`config.mk`:
```
export PLATFORM = sky130hd
export DESIGN_NAME = binary_to_ascii_number_formatter_unit
export DESIGN_NICKNAME = d
export VERILOG_FILES = /design/src/hw/rtl/b2a_pkg.sv /design/src/hw/rtl/binary_to_ascii_number_formatter_unit.sv /design/src/hw/rtl/b2a_dd_stage.sv /design/src/hw/rtl/b2a_serializer.sv
export VERILOG_INCLUDE_DIRS = /design/src /design/src/hw/rtl
export SDC_FILE = /design/constraint.sdc
export NUM_CORES = 1
export LEC_CHECK = 0
export BUFFER_PORTS_ARGS = -buffer_cell sky130_fd_sc_hd__clkbuf_2
export CELL_PAD_IN_SITES_DETAIL_PLACEMENT = 1
export CELL_PAD_IN_SITES_GLOBAL_PLACEMENT = 2
export CORE_ASPECT_RATIO = 0.8
export CORE_UTILIZATION = 35
export DETAILED_ROUTE_END_ITERATION = 16
export PLACE_DENSITY_LB_ADDON = 0.3
export SLEW_MARGIN = 5
export SYNTH_ARGS = -nofsm -noshare
export SYNTH_HDL_FRONTEND = slang
export SYNTH_SLANG_ARGS = --single-unit
```
`constraint.sdc`:
```
create_clock -name i_clk -period 7.14 [get_ports i_clk]
set_input_delay 1.428 -clock i_clk [delete_from_list [all_inputs] [get_ports i_clk]]
set_output_delay 1.428 -clock i_clk [all_outputs]
set_load 0.1 [all_outputs]
```
`src/hw/rtl/assert_macros.svh`:
```
// shared assertion macros
`ifndef ASSERT_MACROS_SVH
`define ASSERT_MACROS_SVH

// property checked on every rising edge outside reset
`define ASSERT_CLK(label, prop, msg) \
    label: assert property (@(posedge i_clk) disable iff (!i_rst_n) prop) else $error(msg);

// condition that must never be seen outside reset
`define ASSERT_NEVER(label, cond, msg) \
    label: assert property (@(posedge i_clk) disable iff (!i_rst_n) !(cond)) else $error(msg);

`endif

```
`src/hw/rtl/b2a_pkg.sv`:
```
package b2a_pkg;

    localparam int VAL_W      = 32;
    localparam int DEC_DIGITS = 10;
    localparam int BCD_W      = DEC_DIGITS * 4;
    localparam int STEPS      = 8;
    localparam int DD_STAGES  = VAL_W / STEPS;
    localparam int POS_W      = $clog2(DEC_DIGITS);

    localparam logic [1:0] MODE_DEC = 2'd0;
    localparam logic [1:0] MODE_TWO = 2'd1;
    localparam logic [1:0] MODE_HEX = 2'd2;

    localparam logic [15:0][7:0] HEX_CHARS = {
        8'h46, 8'h45, 8'h44, 8'h43, 8'h42, 8'h41, 8'h39, 8'h38,
        8'h37, 8'h36, 8'h35, 8'h34, 8'h33, 8'h32, 8'h31, 8'h30
    };

    typedef struct packed {
        logic [DEC_DIGITS-1:0][3:0] bcd;
        logic [VAL_W-1:0]           bin;
        logic [7:0]                 low_byte;
        logic [1:0]                 mode;
    } t_dd_item;

    // one shift-and-add-3 step
    function automatic t_dd_item dd_step(input t_dd_item it);
        t_dd_item r;
        r = it;
        for (int k = 0; k < DEC_DIGITS; k++) begin
            if (r.bcd[k] >= 4'd5) begin
                r.bcd[k] = r.bcd[k] + 4'd3;
            end
        end
        {r.bcd, r.bin} = {r.bcd, r.bin} << 1;
        return r;
    endfunction

endpackage

```
`src/hw/rtl/binary_to_ascii_number_formatter_unit.sv`:
```
// the first character strobes after an item passes the conversion stages and loads the emitter
// throughput: one character per cycle, an item holds the output for one character per digit
// it shows; four conversion stages buffer items while one is emitted
// busy rises only when all conversion stages are full behind the character emitter
// reset: synchronous active-low i_rst_n clears the stage valid bits and the emitter
module binary_to_ascii_number_formatter_unit (
    input  logic                    i_clk,
    input  logic                    i_rst_n,
    input  logic                    start,
    output logic                    busy,
    input  logic [b2a_pkg::VAL_W-1:0] i_value,
    input  logic [1:0]              i_mode,
    output logic                    o_strobe,
    output logic [7:0]              o_char_code,
    output logic                    o_last
);
    import b2a_pkg::*;
    `include "assert_macros.svh"

    t_dd_item                stage_in [DD_STAGES];
    t_dd_item                stage_out[DD_STAGES];
    logic [DD_STAGES-1:0]    stage_vin;
    logic [DD_STAGES-1:0]    stage_vout;
    logic [DD_STAGES-1:0]    stage_en;
    logic                    ser_ready;
    logic                    tail_valid;
    logic                    tail_stall;
    t_dd_item                tail_item;

    always_comb begin
        stage_in[0].bcd      = '0;
        stage_in[0].bin      = i_value;
        stage_in[0].low_byte = i_value[7:0];
        stage_in[0].mode     = i_mode;
        stage_vin[0]         = start;
        for (int i = 1; i < DD_STAGES; i++) begin
            stage_in[i]  = stage_out[i-1];
            stage_vin[i] = stage_vout[i-1];
        end
    end

    always_comb begin
        stage_en[DD_STAGES-1] = !stage_vout[DD_STAGES-1] || ser_ready;
        for (int i = DD_STAGES - 2; i >= 0; i--) begin
            stage_en[i] = !stage_vout[i] || stage_en[i+1];
        end
    end

    assign busy = !stage_en[0];

    assign tail_valid = stage_vout[DD_STAGES-1];
    assign tail_item  = stage_out[DD_STAGES-1];
    assign tail_stall = tail_valid && !ser_ready;

    for (genvar g = 0; g < DD_STAGES; g++) begin : g_dd
        b2a_dd_stage u_stage (
            .i_clk   (i_clk),
            .i_rst_n (i_rst_n),
            .i_en    (stage_en[g]),
            .i_valid (stage_vin[g]),
            .i_item  (stage_in[g]),
            .o_valid (stage_vout[g]),
            .o_item  (stage_out[g])
        );
    end

    b2a_serializer u_ser (
        .i_clk       (i_clk),
        .i_rst_n     (i_rst_n),
        .i_valid     (tail_valid),
        .i_item      (tail_item),
        .o_ready     (ser_ready),
        .o_strobe    (o_strobe),
        .o_char_code (o_char_code),
        .o_last      (o_last)
    );

    // a stalled beat at the pipe end holds its payload
    `ASSERT_CLK(a_tail_hold, tail_stall |=> tail_valid && $stable(tail_item), "stalled beat changed")
    `ASSERT_CLK(a_busy_full, busy |-> (&stage_vout), "busy with an empty stage")
    `ASSERT_NEVER(a_busy_ready, busy && ser_ready, "busy while emitter can take a beat")

endmodule

```
`src/hw/rtl/b2a_dd_stage.sv`:
```
module b2a_dd_stage (
    input  logic              i_clk,
    input  logic              i_rst_n,
    input  logic              i_en,
    input  logic              i_valid,
    input  b2a_pkg::t_dd_item i_item,
    output logic              o_valid,
    output b2a_pkg::t_dd_item o_item
);
    import b2a_pkg::*;

    t_dd_item n_item;
    t_dd_item r_item;
    logic     r_valid;

    always_comb begin
        n_item = i_item;
        for (int s = 0; s < STEPS; s++) begin
            n_item = dd_step(n_item);
        end
    end

    always_ff @(posedge i_clk) begin
        if (!i_rst_n) begin
            r_valid <= 1'b0;
        end else if (i_en) begin
            r_valid <= i_valid;
        end
    end

    always_ff @(posedge i_clk) begin
        if (i_en && i_valid) begin
            r_item <= n_item;
        end
    end

    assign o_valid = r_valid;
    assign o_item  = r_item;

endmodule

```
`src/hw/rtl/b2a_serializer.sv`:
```
module b2a_serializer (
    input  logic              i_clk,
    input  logic              i_rst_n,
    input  logic              i_valid,
    input  b2a_pkg::t_dd_item i_item,
    output logic              o_ready,
    output logic              o_strobe,
    output logic [7:0]        o_char_code,
    output logic              o_last
);
    import b2a_pkg::*;
    `include "assert_macros.svh"

    logic                       r_active;
    logic [POS_W-1:0]           r_pos;
    logic [DEC_DIGITS-1:0][3:0] r_nib;
    logic [POS_W-1:0]           n_pos;
    logic [DEC_DIGITS-1:0][3:0] n_nib;
    logic [POS_W-1:0]           top_pos;
    logic                       load;

    assign o_ready = !r_active || (r_pos == '0);
    assign load    = o_ready && i_valid;

    // highest nonzero digit, at least one digit
    always_comb begin
        top_pos = '0;
        for (int k = 0; k < DEC_DIGITS; k++) begin
            if (i_item.bcd[k] != 4'd0) begin
                top_pos = POS_W'(k);
            end
        end
    end

    always_comb begin
        n_nib = i_item.bcd;
        n_pos = top_pos;
        unique case (i_item.mode)
            MODE_TWO: begin
                n_pos = POS_W'(1);
            end
            MODE_HEX: begin
                n_nib[1] = i_item.low_byte[7:4];
                n_nib[0] = i_item.low_byte[3:0];
                n_pos    = POS_W'(1);
            end
            default: begin
                n_pos = top_pos;
            end
        endcase
    end

    always_ff @(posedge i_clk) begin
        if (!i_rst_n) begin
            r_active <= 1'b0;
            r_pos    <= '0;
        end else if (load) begin
            r_active <= 1'b1;
            r_pos    <= n_pos;
        end else if (r_active) begin
            if (r_pos == '0) begin
                r_active <= 1'b0;
            end else begin
                r_pos <= r_pos - 1'b1;
            end
        end
    end

    always_ff @(posedge i_clk) begin
        if (load) begin
            r_nib <= n_nib;
        end
    end

    assign o_strobe    = r_active;
    assign o_char_code = HEX_CHARS[r_nib[r_pos]];
    assign o_last      = r_active && (r_pos == '0);

    `ASSERT_CLK(a_pos_range, r_active |-> (r_pos < POS_W'(DEC_DIGITS)), "digit index out of range")
    `ASSERT_CLK(a_count_down, (r_active && r_pos != '0) |=> (r_active && r_pos == $past(r_pos) - 1'b1), "digit index skipped")
    `ASSERT_CLK(a_no_overrun, (r_active && r_pos != '0) |-> !load, "new beat loaded mid item")

endmodule
```
# Word-level counts from Yosys, hierarchy flattened
# Memory sizes are Yosys's and may differ from the RTL's.
# Index checks and enable logic that the tools add are counted.
[classes] n_addsub=266 magnitude_cmp=267 eq_ne=3 muxes=285 reduce_logical=30
[op_table] op="$ge 4x3->1 const B" count=255
[op_table] op="$mux 4" count=249
[op_table] op="$add 4x2->4 const B" count=234
[op_table] op="$mux 3" count=26
[op_table] op="$add 3x2->3 const B" count=21
[op_table] op="$reduce_bool 4->1" count=9
[op_table] op="$add 1x2->3 const B" count=10
[op_table] op="$ge 1x3->1 const B" count=10
[op_table] op="$bmux 4 s4" count=1
[op_table] op="$mux 8" count=2
[op_table] op="$lt 4x5->1 const B" count=2
[op_table] op="$logic_and 1x1->1" count=6
[op_table] op="$logic_not 1->1" count=6
[op_table] op="$logic_or 1x1->1" count=5
[op_table] op="$mux 1" count=5
[op_table] op="$logic_not 4->1" count=1
[op_table] op="$mux 2" count=2
[op_table] op="$sub 4x1->4 const B" count=1
[op_table] op="$eq 2x1->1 const B" count=1
[op_table] op="$eq 2x2->1 const B" count=1
[op_table] op="$ne 2x1->1 const B" count=1
[op_table] op="$reduce_and 2->1" count=1
[op_table] op="$reduce_bool 2->1" count=1
[op_table] op="$reduce_or 2->1" count=1
[word_totals] regBits=286 mem_bits_ro=128 input_bits=37 output_inout_bits=11 word_cells=918 mem_count=1
[memory_table] memory="(no name shown)" depth=16 word_bits=8 read_ports=1 rd_ports_with_merged_regs=0 wr=0 line_no="b2a_serializer.sv:76" source="assign o_char_code = HEX_CHARS[r_nib[r_pos]];"

# Logic depth before layout (Yosys ltp)
# Gate-level depths: netlist of run 1.
[depth] ltp_word=16 ltp_mapped=37 ltp_nobuf=36

# By module
# From an unflattened synthesis of run 1, not the netlist that was laid out.
[hier_totals] cells_unflattened=7167 hier_area_um2=55812.3
[by_module_without_submodules] module="b2a_dd_stage" n_inst=4 cells_each=1749 area_per_inst_um2=13392.8 seq_area_each_um2=2242.2
[by_module_without_submodules] module="b2a_serializer" n_inst=1 cells_each=164 area_per_inst_um2=2195.9 seq_area_each_um2=1301.2
[by_module_without_submodules] module="binary_to_ascii_number_formatter_unit" n_inst=1 cells_each=7 area_per_inst_um2=45.0 seq_area_each_um2=0.0

# Worst setup path before layout of run 1
# No wires, ideal clock.
[synth_path] path_kind="register -> register" start="reg g_dd[0].u_stage.r_item (netlist bit g_dd[0].u_stage.o_item[42])" end="reg g_dd[1].u_stage.r_item (netlist bit g_dd[1].u_stage.o_item[60]), data pin" setup_ns=0.266 t_arrival_ns=6.295 required_ns=6.874 slack_ns=0.580 stages_incl_launch_ff=33 path_buffers=2 period_less_slack_ns=6.560 path_cell_list="edfxtp_1 -> clkbuf_1 -> inv_1 -> ha_1 -> nand2b_1 -> nor3b_1 -> a21oi_2 -> inv_1 -> ha_1 -> a211oi_1 -> o211ai_1 -> and2_1 -> clkbuf_1 -> mux2_2 -> nand2_1 -> inv_1 -> a2111oi_2 -> inv_1 -> ha_1 -> inv_1 -> ha_1 -> a21o_1 -> xor2_1 -> inv_1 -> ha_1 -> a21oi_1 -> a211oi_1 -> o21ai_0 -> xor2_1 -> nand2b_1 -> ha_1 -> a21oi_1 -> a21oi_1"
[synth_lines] element="from (decl)" line_no="b2a_dd_stage.sv:13" source="t_dd_item r_item;"
[synth_lines] element="from (signal assigned)" line_no="b2a_dd_stage.sv:33" source="r_item <= n_item;"
[synth_lines] element="to (signal assigned)" line_no="b2a_dd_stage.sv:33"
[synth_lines] element="to (decl)" line_no="b2a_dd_stage.sv:13"

==> metrics.md, run 1 <==
| Metric | Value |
|---|---|
| Most used DFF post-synth | `edfxtp_1` |
| Worst clock skew | `0.0257 ns` |
| Slew HR | `35.2%` |
| Antenna-violating nets left | `0` |
| Area taken by multi-input logic gates | `0.0199 sq mm` |
| Starting density of the core | `35.6%` |
| Most common cell on crit path | `ha_1` |
| Post-synthesis adder-cell area fraction | `6.89%` |
| Main combinational cell family by area after synthesis | `compound AO/OA/AOI/OAI gates` |
| Register area | `0.00634 sq mm` |
| Yosys top cell area share | `22.8%` |
| Final Max Tran Viols | `0` |
| Least-Margin Pin Slew | `0.944 ns` |
| Ys Warns | `0` |
| Cell taking the most area after synthesis | `edfxtp_1` |
| Maximum clock frequency | `146 MHz` |
| Worst hold path startpoint | `g_dd[3].u_stage.o_item[2]$_DFFE_PP_` |
| Arr. time, crit path | `7.15 ns` |
| Die Y-Extent | `250 microns` |
| I/O pin cnt | `48` |
| WP buf/inv | `4` |
| CP peak stage delay | `0.46 ns` |
| Number of buffers added on ports | `46` |
| Largest net degree at the start of global routing | `43` |
| Rows | `90` |
| Initial antenna violation count | `1` |
| Clock-pin slew on the worst setup and hold paths | `0.06 ns` |
| Cell area after synthesis | `0.0269 sq mm` |
| Setup TNS | `0 ns` |
| Clock sinks | `214` |
| Yosys cell types | `136` |
| Mapped Cells | `3289` |
| Drt first pass iters | `5` |
| Reg2reg start | `g_dd[2].u_stage.o_item[54]$_DFFE_PP_` |
| Tcrit/Tclk final | `95.8%` |
| Clock Tree Buf Depth | `3` |
| Die area | `0.0781 sq mm` |
| Worst hold stages | `0` |
| Number of fill cells | `8935` |
| Share of layout cells above drive strength 1 | `17.1%` |
| CP Class | `flip-flop to flip-flop` |
| CP top delay family | `compound AO/OA/AOI/OAI gates` |
| WHS Endpoint | `u_ser.r_nib[0]$_DFFE_PP_` |
| Slowest CP cell | `edfxtp_1` |
| Die W | `312 microns` |
| Core Footprint | `0.0758 sq mm` |
| Mean Syn Cell Area | `8.19 sq um` |
| Vias per inst | `5.68` |
| Clk_lat worst skew | `0.59 ns` |
| Outcome | `completed` |
| Critical Path Fanout Max | `7` |
| DP HPWL | `53800 microns` |
| Endpoints failing hold | `0` |
| Net count, final | `3540` |
| Multiplexer share of the synthesized area | `8.82%` |
| Post-Syn Nets | `3471` |
| Clock tree from TritonCTS | `yes` |
| Ranking of synthesized cells by area | `edfxtp_1, ha_1, mux2i_1` |
| Most frequent cells in the layout | `nand2_1, nor2_1, a21oi_1, inv_1, edfxtp_1` |
| Simple-gate share of the synthesized area | `19.7%` |
| Total congestion overflow | `0` |
| Routed len/inst | `16.2 microns` |
| Launching element type of the critical path | `flip-flop` |
| Layout area overhead | `12.8%` |
| DRC violations left | `0` |
| Root Buffer | `clkbuf_16` |
| Worst EP required | `7.46 ns` |
| # setup viols final | `0` |
| Routability congestion estimate | `0.830` |
| Hold buffer count at cts | `0` |
| Flop2flop setup slack | `0.30 ns` |
| Drt first-iter violations | `1054` |
| Vias | `25.0k` |
| FF-to-FF End | `g_dd[3].u_stage.o_item[62]$_DFFE_PP_` |
| Depth of the most critical reg-to-reg path | `30` |
| Post-layout min period | `6.84 ns` |
| FFs w/ async S/R, synth | `0%` |
| Synth Area in Compound Gates | `31.7%` |
| Cts bufs inserted | `27` |
| Maxcap violations | `0` |
| Final WL | `71300 microns` |
| Final Cell Area | `0.0304 sq mm` |
| Number of global-route vias before repair | `24.7k` |
| Dpl cell area | `0.0285 sq mm` |
| First-pass GRT wire length | `119000 microns` |
| GRT Overall Usage | `17.4%` |
| ANT cells | `0` |
| Setup crit end kind | `flip-flop` |
| Register area share after synthesis | `23.5%` |
| H-tree Lvls | `1` |
| Synthesized flop and latch total | `214` |
| Most common cell after layout, fill and taps aside | `nand2_1` |
| Number of synthesized flops with an enable pin | `205` |
| XOR/XNOR Fraction of Synth Area | `4.37%` |
| Min-Delay Path Class | `flip-flop to flip-flop` |
[registers in the layout (all words and copies together), names as in the netlist]
name,count
u_ser.r_pos,4
g_dd.u_stage.o_valid,4
u_ser.r_nib,40
g_dd.u_stage.o_item,165
u_ser.o_strobe,1
[area by class of cell]
cell class              count  share of cell area, %
multi-input cells        2734                   65.6
flip-flops and latches    214                   20.9
well taps                1012                   4.17
repair buffers            150                   3.33
inverters                 231                   2.85
clock buffers              30                   2.26
clock inverters            20                  0.914
[worst register-to-register path, delay by kind of cell, from the launching register on]
family | cells | cell delay [ns]
muxes | 1 | 0.25
DFF | 1 | 0.46
adders and majority gates | 6 | 1.39
and+or+nand+nor | 6 | 1.49
AOI/OAI and AO/OA | 12 | 2.51
buffers and inverters | 4 | 0.35
xor gates and xnor gates | 1 | 0.12
[stage by stage]
step | std cells | utilization [%] | hold slack, ns | setup WS (ns)
after detailed placement | 4304 | 37.6 | 0.406 | 0.0235
after global routing | 4391 | 40.1 | 0.421 | -0.114
after global placement | 4304 | 37.6 | 0.401 | 0.320
after floorplan | 3289 | - | 0.400 | 0.580
final | 4391 | 40.1 | 0.416 | 0.303
after CTS | 4354 | 38.9 | 0.418 | 0.0543
[how the worst max path moves through the flow]
| stage | cells past startpoint | from | slack, ns | to |
|---|---|---|---|---|
| global placement | 29 | g_dd[2].u_stage.o_item[42]$_DFFE_PP_ | 0.32 | g_dd[3].u_stage.o_item[53]$_DFFE_PP_ |
| floorplan | 32 | g_dd[0].u_stage.o_item[42]$_DFFE_PP_ | 0.58 | g_dd[1].u_stage.o_item[60]$_DFFE_PP_ |
| CTS | 27 | g_dd[1].u_stage.o_item[43]$_DFFE_PP_ | 0.05 | g_dd[2].u_stage.o_item[56]$_DFFE_PP_ |
| detailed placement | 31 | g_dd[2].u_stage.o_item[58]$_DFFE_PP_ | 0.02 | g_dd[3].u_stage.o_item[62]$_DFFE_PP_ |
| global route | 35 | g_dd[2].u_stage.o_item[59]$_DFFE_PP_ | -0.11 | g_dd[3].u_stage.o_item[62]$_DFFE_PP_ |
| finish | 30 | g_dd[2].u_stage.o_item[54]$_DFFE_PP_ | 0.30 | g_dd[3].u_stage.o_item[62]$_DFFE_PP_ |
[cell usage after synthesis (12+ instances only)]
library cell  count
mux2_2           65
o31ai_1          26
o211a_1          19
nor2_1          280
o21bai_1         25
clkbuf_1         76
edfxtp_1        205
or3_1            25
inv_1           215
o21a_1           37
o21ai_0         200
nor2b_1          39
nand4_1          13
nor3b_1          16
inv_2            15
and2_1           51
a211o_1          29
a21oi_2          12
a21o_1           39
nand3_1          86
a21oi_1         235
nor3_1           85
a211oi_1         54
or2_2            29
a22oi_1          24
o22ai_1          44
nand3b_1         13
nand2b_1         64
o221ai_1         12
buf_2            19
xnor2_1          71
o211ai_1         68
nand2_1         281
and3_1           21
a31o_2           13
a21boi_0         21
nor4_1           19
ha_1            145
a221o_1          15
mux2i_1         125
o21ai_1          43
xor2_1           26
xnor2_2          12
a221oi_1         14
a31oi_1          35
[logic make-up after synthesis]
| group | count (synthesis) |
|---|---|
| AOI/OAI and AO/OA | 1173 |
| and+or+nand+nor | 1082 |
| buffers and inverters | 341 |
| DFF | 214 |
| muxes | 213 |
| adders and majority gates | 149 |
| xor gates and xnor gates | 116 |
| other | 1 |
[metal layers]
layer / up-vias / part of all wire [%] / wire length, microns / global-route usage [%]
met2: 174 / 46 / 33100 / 29.3
met4: 0 / 1.5 / 1050 / 2.87
met5: - / 0 / 0 / 0
met3: 61 / 1.7 / 1180 / 1.48
li1: 12600 / - / - / -
met1: 12100 / 50 / 35900 / 24.5
[timing repair]
action	4_1_cts	5_1_grt
endpoints found under the setup margin	1	73
resized for setup	2	123
pin swaps	0	17
buffers inserted	0	37
Power of run 1 is left out: the tool's default activity adds up to more than one toggle a clock period on the data nets, which glitch-free logic cannot reach.
==> run 2: changes to the inputs <==
- ABC_AREA: default -> 1
==> run 2 against run 1 <==
Net effect: sequential cell count unchanged; non-clock buffer count down 100; cell count down 2.0%; first-iteration DRC count down 42%; worst setup slack better by 0.49 ns.
==> metrics.md, run 2 <==
| Metric | Value |
|---|---|
| Outcome | `completed` |
| Routability congestion estimate | `0.794` |
| Least-Margin Pin Slew | `1.20 ns` |
| Vias | `21.2k` |
| CP Class | `flip-flop to flip-flop` |
| Mapped Cells | `3355` |
| Final Max Tran Viols | `0` |
| Die W | `291 microns` |
| Worst clock skew | `0.0171 ns` |
| Ys Warns | `0` |
| CP peak stage delay | `0.45 ns` |
| Routed len/inst | `12.8 microns` |
| Main combinational cell family by area after synthesis | `simple AND/OR/NAND/NOR gates` |
| Vias per inst | `4.92` |
| Root Buffer | `clkbuf_16` |
| RSZ-0062 raised after global routing | `no` |
| Synthesized flop and latch total | `214` |
| Number of fill cells | `8386` |
| Cell area after synthesis | `0.0234 sq mm` |
| Hold buffer count at cts | `0` |
| Worst hold slack | `0.417 ns` |
| Most common cell after layout, fill and taps aside | `nand2_1` |
| Post-CTS Resized | `0` |
| Synth Area in Compound Gates | `8.12%` |
| Share of layout cells above drive strength 1 | `17.3%` |
| Slowest CP cell | `o22ai_1` |
| Clock Tree Buf Depth | `3` |
| Ranking of synthesized cells by area | `edfxtp_1, nand2_1, inv_1` |
| Clk_lat worst skew | `0.58 ns` |
| Area taken by multi-input logic gates | `0.0148 sq mm` |
| Rows | `84` |
| Post-synth top cells | `nand2_1, inv_1, nand3_1, nand2_2, edfxtp_1` |
| Most frequent cells in the layout | `nand2_1, inv_1, nand3_1, nand2_2, edfxtp_1` |
| Post-Syn Nets | `3537` |
| Register area share after synthesis | `27.1%` |
| # setup viols final | `0` |
| Initial antenna violation count | `0` |
| Number of buffers added on ports | `46` |
| Starting density of the core | `35.5%` |
| Min-Delay Path Class | `flip-flop to flip-flop` |
| Clock-pin slew on the worst setup and hold paths | `0.06 ns` |
| Cts bufs inserted | `27` |
| Antenna-violating nets left | `0` |
| Post-layout min period | `6.35 ns` |
| Total congestion overflow | `0` |
| Clock tree from TritonCTS | `yes` |
| H-tree Lvls | `1` |
| Clock sinks | `214` |
| Maxcap violations | `0` |
| DRC violations left | `0` |
| I/O pin cnt | `48` |
| GRT Overall Usage | `16.4%` |
| Layout area overhead | `9.04%` |
| Cell taking the most area after synthesis | `edfxtp_1` |
| Number of global-route vias before repair | `21.9k` |
| Top-count cell post-synth | `nand2_1` |
| Mean Syn Cell Area | `6.98 sq um` |
| Die Y-Extent | `233 microns` |
| XOR/XNOR Fraction of Synth Area | `3.68%` |
| Critical Path Fanout Max | `6` |
| Setup crit end kind | `flip-flop` |
| Launching element type of the critical path | `flip-flop` |
| Max FFs per register | `165` |
| Largest net degree at the start of global routing | `45` |
| Number of synthesized flops with an enable pin | `205` |
| FFs w/ async S/R, synth | `0%` |
| Post-synthesis adder-cell area fraction | `7.75%` |
| Yosys cell types | `58` |
| Final WL | `55200 microns` |
| Maximum clock frequency | `158 MHz` |
| Slew HR | `20.1%` |
| Setup TNS | `0 ns` |
| Tcrit/Tclk final | `88.9%` |
| Multiplexer share of the synthesized area | `0.379%` |
| Core Footprint | `0.0659 sq mm` |
| Yosys top cell area share | `26.3%` |
| Arr. time, crit path | `6.65 ns` |
| Net count, final | `3608` |
| Register area | `0.00634 sq mm` |
| Most common cell on crit path | `ha_1` |
| Drt first-iter violations | `613` |
| Most used DFF post-synth | `edfxtp_1` |
| Post-CTS setup buffer count | `0` |
| DP HPWL | `45500 microns` |
| Die area | `0.0679 sq mm` |
| Endpoints failing hold | `0` |
| Simple-gate share of the synthesized area | `43.3%` |
| Worst EP required | `7.44 ns` |
| ANT cells | `0` |
| Drt first pass iters | `5` |
| First-pass GRT wire length | `97600 microns` |
==> run 2: cell count changes in the layout (fill, tap and decap cells not counted), moves of 111 or more <==
cell     delta
o21ai_0   -114
inv_1     +346
nand2_1   +783
mux2i_1   -118
nand2_2   +215
nand4_1   +111
nor2_1    -198
a21oi_1   -176
nand3_1   +239
==> run 2: worst paths after layout <==
path | cells after the start | startpoint | slack [ns] | endpoint
max | 35 | g_dd[2].u_stage.o_item[70]$_DFFE_PP_ | 0.79 | g_dd[3].u_stage.o_item[80]$_DFFE_PP_
min | 0 | g_dd[1].u_stage.o_item[3]$_DFFE_PP_ | 0.42 | g_dd[2].u_stage.o_item[3]$_DFFE_PP_
max reg2reg | 35 | g_dd[2].u_stage.o_item[70]$_DFFE_PP_ | 0.79 | g_dd[3].u_stage.o_item[80]$_DFFE_PP_
min reg2reg | 0 | g_dd[1].u_stage.o_item[3]$_DFFE_PP_ | 0.42 | g_dd[2].u_stage.o_item[3]$_DFFE_PP_
==> run 2: cells by family (layout without fill, tap and decap cells) <==
logic type | count (synthesis) | count (layout)
other cells | 1 | 1
simple gates | 2022 | 2022
mux | 8 | 8
xor+xnor | 76 | 76
buf+inv | 602 | 691
flops | 214 | 214
fa+ha+maj | 145 | 145
compound gates | 287 | 287
==> run 2: per-stage QoR <==
stage / instance area [sq um] / util [%] / worst slack, ns / instances
6_report: 25500 / 38.7 / 0.794 / 4304
2_1_floorplan: 23400 / - / 1.54 / 3355
3_3_place_gp: 24700 / 37.5 / 1.04 / 4257
3_5_place_dp: 24700 / 37.5 / 0.652 / 4257
5_1_grt: 25500 / 38.7 / 0.106 / 4304
4_1_cts: 25500 / 38.7 / 0.753 / 4304
==> run 2: worst max-delay path: cells and delay by family (launching register included) <==
| family | cells | cell delay, ns |
|---|---|---|
| compound gates | 5 | 1.15 |
| fa+ha+maj | 7 | 1.34 |
| buf+inv | 6 | 0.49 |
| simple gates | 16 | 2.39 |
| xor+xnor | 1 | 0.26 |
| flops | 1 | 0.42 |
==> run 2: layout make-up <==
cell class                      count  share of cell area (%)
Tap cell                          860                    4.22
Clock buffer                       33                    2.73
Inverter                          594                    8.73
Timing Repair Buffer               50                    1.02
Clock inverter                     14                   0.377
Multi-Input combinational cell   2539                    58.1
Sequential cell                   214                    24.8
==> run 2: layer usage <==
layer	vias to the layer above	routed length, microns	part of all wire, %	track usage, %
met1	9876	27400	50	21.4
met5	-	0	0	0
li1	11100	-	-	-
met4	0	638	1.2	2.56
met3	42	1100	2.0	1.79
met2	131	26000	47	29.3
Power of run 2 is left out for the same reason.
